File: config.mk
export PLATFORM = sky130hd
export DESIGN_NAME = positional_insert_remove_list_unit
export DESIGN_NICKNAME = d
export VERILOG_FILES = /design/src/hw/rtl/pirl_pkg.sv /design/src/hw/rtl/pirl_cell.sv /design/src/hw/rtl/positional_insert_remove_list_unit.sv
export SDC_FILE = /design/constraint.sdc
export NUM_CORES = 2
export LEC_CHECK = 0
export BUFFER_PORTS_ARGS = -buffer_cell sky130_fd_sc_hd__buf_2
export CAP_MARGIN = 15
export CORE_ASPECT_RATIO = 0.9
export CORE_UTILIZATION = 25
export CTS_BUF_LIST = sky130_fd_sc_hd__clkbuf_16
export DETAILED_ROUTE_END_ITERATION = 10
export PLACE_DENSITY_LB_ADDON = 0.12
export SLEW_MARGIN = 20
export SYNTH_ARGS = -nofsm -noshare
export SYNTH_HDL_FRONTEND = slang
export SYNTH_SLANG_ARGS = --single-unit
File: constraint.sdc
create_clock -name clk -period 6.12 [get_ports clk]
set_clock_uncertainty 0.15 [all_clocks]
set_input_delay 0.612 -clock clk [delete_from_list [all_inputs] [get_ports clk]]
set_output_delay 0.612 -clock clk [all_outputs]
set_load 0.02 [all_outputs]
File: src/hw/rtl/pirl_pkg.sv
// Shared word types and operation codes for the positional list unit.
package pirl_pkg;

  localparam logic [1:0] FUNC_APPEND = 2'd0;
  localparam logic [1:0] FUNC_INSERT = 2'd1;
  localparam logic [1:0] FUNC_REMOVE = 2'd2;
  localparam logic [1:0] FUNC_READ   = 2'd3;

  typedef struct packed {
    logic [1:0]  func;
    logic [4:0]  position;
    logic [31:0] item_value;
  } req_word_t;

  typedef struct packed {
    logic        ok;
    logic [31:0] read_value;
    logic [4:0]  element_count;
  } rsp_word_t;

  // Broadcast to every cell: commit the operation this cycle, and which one.
  typedef struct packed {
    logic       commit;
    logic [1:0] func;
  } cell_cmd_t;

endpackage

File: src/hw/rtl/pirl_cell.sv
// One list slot: holds an entry and takes it from a neighbor or the new word.
module pirl_cell import pirl_pkg::*; #(
  parameter int ITEM_WIDTH = 32,
  parameter int CMP_W      = 5,
  parameter int INDEX      = 0
) (
  input  logic                  clk,
  input  cell_cmd_t             cmd,
  input  logic [CMP_W-1:0]      pos,
  input  logic [CMP_W-1:0]      count,
  input  logic [ITEM_WIDTH-1:0] new_value,
  input  logic [ITEM_WIDTH-1:0] left_value,
  input  logic [ITEM_WIDTH-1:0] right_value,
  output logic [ITEM_WIDTH-1:0] value
);

  localparam logic [CMP_W-1:0] IDX = CMP_W'(INDEX);

  logic [ITEM_WIDTH-1:0] value_next;

  always_comb begin
    value_next = value;
    if (cmd.commit) begin
      case (cmd.func)
        FUNC_APPEND: begin
          if (IDX == count) value_next = new_value;
        end
        FUNC_INSERT: begin
          if (IDX == pos) value_next = new_value;
          else if (IDX > pos) value_next = left_value;
        end
        FUNC_REMOVE: begin
          if (IDX >= pos) value_next = right_value;
        end
        default: value_next = value;
      endcase
    end
  end

  always_ff @(posedge clk) begin
    value <= value_next;
  end

endmodule

File: src/hw/rtl/positional_insert_remove_list_unit.sv
// Top level of the positional list unit: cell chain, count and response register.
// The response word for an accepted request word is registered.
// Throughput: one request word per cycle; every cell shifts or loads in the
// same cycle, so the only limit is the single response register draining.
// Reset clears the element count and the response valid; entry cells are not
// cleared, since a slot is never read before it is written.
module positional_insert_remove_list_unit import pirl_pkg::*; #(
  parameter int LIST_CAPACITY = 16,
  parameter int ITEM_WIDTH    = 32
) (
  input  logic      clk,
  input  logic      rst,
  input  logic      req_valid,
  output logic      req_stall,
  input  req_word_t req,
  output logic      rsp_valid,
  input  logic      rsp_stall,
  output rsp_word_t rsp
);

  localparam int CNT_W = $clog2(LIST_CAPACITY + 1);
  localparam int CMP_W = (CNT_W > 5) ? CNT_W : 5;
  localparam int IDX_W = $clog2(LIST_CAPACITY);
  localparam logic [CMP_W-1:0] CAP = CMP_W'(LIST_CAPACITY);

  logic [CNT_W-1:0]      count;
  logic [CNT_W-1:0]      count_next;
  logic [CMP_W-1:0]      pos_ext;
  logic [CMP_W-1:0]      cnt_ext;
  logic [63:0]           in_wide;
  logic [ITEM_WIDTH-1:0] new_value;
  logic [63:0]           rd_wide;
  logic                  accept;
  logic                  op_ok;
  cell_cmd_t             cmd;
  rsp_word_t             rsp_next;

  logic [ITEM_WIDTH-1:0] cell_q [LIST_CAPACITY];

  // Hold the request while a finished response is still waiting downstream.
  assign req_stall = rsp_valid && rsp_stall;
  assign accept    = req_valid && !req_stall;

  assign pos_ext   = CMP_W'(req.position);
  assign cnt_ext   = CMP_W'(count);
  assign in_wide   = 64'(req.item_value);
  assign new_value = in_wide[ITEM_WIDTH-1:0];

  // Decide success against the count before the operation.
  always_comb begin
    case (req.func)
      FUNC_APPEND: op_ok = cnt_ext < CAP;
      FUNC_INSERT: op_ok = (pos_ext <= cnt_ext) && (cnt_ext < CAP);
      FUNC_REMOVE: op_ok = pos_ext < cnt_ext;
      default:     op_ok = pos_ext < cnt_ext;
    endcase
  end

  assign cmd.commit = accept && op_ok;
  assign cmd.func   = req.func;

  // Advance the count on a successful append, insert or remove.
  always_comb begin
    count_next = count;
    if (op_ok) begin
      case (req.func)
        FUNC_APPEND: count_next = count + CNT_W'(1);
        FUNC_INSERT: count_next = count + CNT_W'(1);
        FUNC_REMOVE: count_next = count - CNT_W'(1);
        default:     count_next = count;
      endcase
    end
  end

  // Chain of cells: each takes from its left neighbor on insert and from its
  // right neighbor on remove. The ends close on the new word and on itself.
  for (genvar i = 0; i < LIST_CAPACITY; i++) begin : g_cell
    logic [ITEM_WIDTH-1:0] left_value;
    logic [ITEM_WIDTH-1:0] right_value;

    if (i == 0) begin : g_first
      assign left_value = new_value;
    end else begin : g_mid_l
      assign left_value = cell_q[i-1];
    end

    if (i == LIST_CAPACITY - 1) begin : g_last
      assign right_value = cell_q[i];
    end else begin : g_mid_r
      assign right_value = cell_q[i+1];
    end

    pirl_cell #(
      .ITEM_WIDTH (ITEM_WIDTH),
      .CMP_W      (CMP_W),
      .INDEX      (i)
    ) u_cell (
      .clk         (clk),
      .cmd         (cmd),
      .pos         (pos_ext),
      .count       (cnt_ext),
      .new_value   (new_value),
      .left_value  (left_value),
      .right_value (right_value),
      .value       (cell_q[i])
    );
  end

  // Read tap: only used when the position lies below the count.
  assign rd_wide = 64'(cell_q[pos_ext[IDX_W-1:0]]);

  always_comb begin
    rsp_next.ok            = op_ok;
    rsp_next.read_value    = (op_ok && req.func == FUNC_READ) ? rd_wide[31:0] : 32'd0;
    rsp_next.element_count = 5'(count_next);
  end

  always_ff @(posedge clk) begin
    if (rst) begin
      count     <= '0;
      rsp_valid <= 1'b0;
    end else begin
      if (accept) begin
        count <= count_next;
      end
      if (accept) begin
        rsp_valid <= 1'b1;
      end else if (!rsp_stall) begin
        rsp_valid <= 1'b0;
      end
    end
  end

  // Load the response word with each accepted request; hold it while stalled.
  always_ff @(posedge clk) begin
    if (accept) begin
      rsp <= rsp_next;
    end
  end

endmodule

==> metrics <==
status finished, final reports clean; Clock Root Buffer clkbuf_16; Worst Slack Setup Final between 1.5 and 2 ns; TritonCTS buffer count a little over 70; post-synthesis average cell area 14.4 um2; Crit path arrival time 4.27 ns; f_max ~0.24 GHz; first-pass GRT wire length 183 mm; DP HPWL 72.1 mm; Worst slew margin 20.2%; H-tree Lvls 3; pin count of the biggest net entering global routing 178; initial core utilization 25.2%; Final ANT Viol Nets 0; mapped cell area ~32,000 um2; row cnt 123; Hold Path Class in -> reg; clk slew on worst S/H paths approximately 0.060 ns; dominant cell by count in the synthesized netlist a22o_1; layout cells sized above 1 24.1%; I/O Buffers 82; cell count after synthesis between 2,000 and 2,500; Die ar. approximately 130,000 um2; Unique masters post-synth 55; worst-margin pin slew 1.19 ns; Congestion Overflow GR 0; Post-CTS Resized 0; Post-Place Setup Slack between 1.5 and 2 ns; leakage power approximately 0.012 uW; Final Critical Period ~4.2 ns; vias in the first global route 23,200; DR pass1 iterations 5; number of flops mapped to enable cells by yosys 550; PD cells approximately 290 nW/um2; ys flop type edfxtp_1; Fill cells 12,500; post-CTS setup buffer count 0; worst-path fanout max 22; top post-synthesis cells by area edfxtp_1 (52%), a22o_1 (25%), mux4_2 (11%), mux2_2 (2.4%), clkbuf_1 (2.2%); worst skew pair latency 0.64 ns; height of the die 339 um; final RePlAce weighted congestion 0.775; initial antenna violation count 7; finished layout cell area 36,200 um2; Synth top area share 52.4%; CP max stage delay 1.01 ns; Yosys top cell by area edfxtp_1; ys async rst share 0%; area post-placement 34,100 um2; max-slew violations 0; Yosys Warn Count 0; final setup vio count 0; clock tree buffer depth 3; Critical Path End Type flop; Worst setup SP type flop; sequential-to-total area share from yosys stat a little over half; drt drc 0; ratio of final minimum period to clock period 67.9%; Nets 2,206; routed wire length 128 mm; Tot GR Track Use 19.8%; Die W between 300 and 400 um; flops & latches, synth 556; crit-path cells inv_1, ha_1, a21oi_1, o221a_2, o21ai_4, a211oi_4, buf_4; Area Overhead vs Synth 14.9%; CTS tree built; Critical Setup Path Class reg -> reg; via/cell ratio 5.97; Max Cap Viol 0; Syn Nets 2,254; via count about 23,000; Req. time, crit path 6.24 ns; Post-CTS Hold Fix Bufs 0; reg2reg setup slack 1.97 ns; clk sinks ~560; wire per inst 33.0 um; Hold Violations, Final 0; initial detailed-routing violation count 2,395; RSZ-0062 raised after global routing no; IO Count 83; Core Footprint 125,000 um2; CP max-delay cell a211oi_4; Max IR drop VDD 161 uV; list of most frequent post-synthesis cells a22o_1 (896), edfxtp_1 (550), clkbuf_1 (187), mux4_2 (160), buf_2 (76)
[metrics by stage]
stage / setup TNS (ns) / hold slack [ns] / power, uW / util, % / instances
finish: 0 / 0.0436 / 10500 / 29.0 / 3886
detailed placement: 0 / 0.446 / 6600 / 27.3 / 3761
global route: 0 / 0.0324 / 10900 / 29.0 / 3885
global placement: 0 / 0.437 / 6570 / 27.3 / 3760
CTS: 0 / 0.00135 / 10600 / 29.0 / 3885
floorplan: -175.91 / 0.372 / 5850 / - / 2195
[kinds of logic after synthesis]
| group | share of synthesized area [%] |
|---|---|
| simple gates | 1.75 |
| compound gates | 27.0 |
| buf+inv | 3.88 |
| fa+ha+maj | 0.635 |
| flops | 52.8 |
| mux | 13.9 |
| xor+xnor | 0.0278 |
[worst max-delay path: cells and delay by family, from the launching register on]
kind / cells / cell delay, ns
buffers and inverters: 2 / 0.75
DFF: 1 / 0.56
AOI/OAI and AO/OA: 4 / 1.95
adders and majority gates: 1 / 0.33
[state kept, by name (all words and copies together), names as in the netlist]
signal               flops
rsp                     38
cnt_ext                  5
rsp_valid                1
g_cell.u_cell.value    512
[power breakdown]
part	switching (uW)	leakage [uW]	internal, uW
logic	1170	0.00593	728
registers	141	0.00515	4490
clock network	1810	0.00110	2180
total	3120	0.0122	7390
[worst paths after layout]
path	startpoint	cells past startpoint	end
max	cnt_ext[2]$_SDFFE_PP0P_	7	g_cell[1].u_cell.value[5]$_DFFE_PP_
min	req_valid	3	rsp_valid$_SDFFE_PP0P_
max reg2reg	cnt_ext[2]$_SDFFE_PP0P_	7	g_cell[1].u_cell.value[5]$_DFFE_PP_
min reg2reg	g_cell[14].u_cell.value[3]$_DFFE_PP_	1	g_cell[15].u_cell.value[3]$_DFFE_PP_
[layout by cell type (no fill, tap or decap), types with 4 or more instances in the layout]
cell type  count
o31ai_4        4
o21ai_4       11
o221ai_1       5
a211oi_4      11
buf_12         5
dfxtp_1        6
mux4_2       160
clkinv_1      17
a31oi_4        7
a221oi_4       4
a21oi_1       20
mux2_2        66
a22o_1       896
nand3_1        5
nor2b_1       33
inv_1         31
inv_6          4
edfxtp_1     550
ha_1          14
nor3_1         6
nor2_1        14
buf_2         79
buf_4         73
clkbuf_16     72
clkinv_2       9
nand2_1       30
[per-layer routing]
| layer | track usage, % | wire length [um] | vias to the layer above |
|---|---|---|---|
| li1 | - | - | 9397 |
| met1 | 29.3 | 59300 | 12500 |
| met2 | 29.5 | 57100 | 1122 |
| met3 | 3.85 | 9200 | 153 |
| met4 | 4.76 | 2820 | 4 |
| met5 | 0 | 21 | - |
[layout make-up]
class / instances / area, um2 / share of cell area [%]
Multi-Input combinational cell: 1344 / 14200 / 39.2
Clock inverter: 52 / 298 / 0.822
Timing Repair Buffer: 160 / 1100 / 3.04
Inverter: 14 / 53.8 / 0.149
Antenna cell: 1 / 2.50 / 0.00691
Sequential cell: 556 / 16600 / 45.9
Clock buffer: 72 / 1800 / 4.98
Tap cell: 1687 / 2110 / 5.83
No activity file was read; power rests on OpenSTA's default activity.
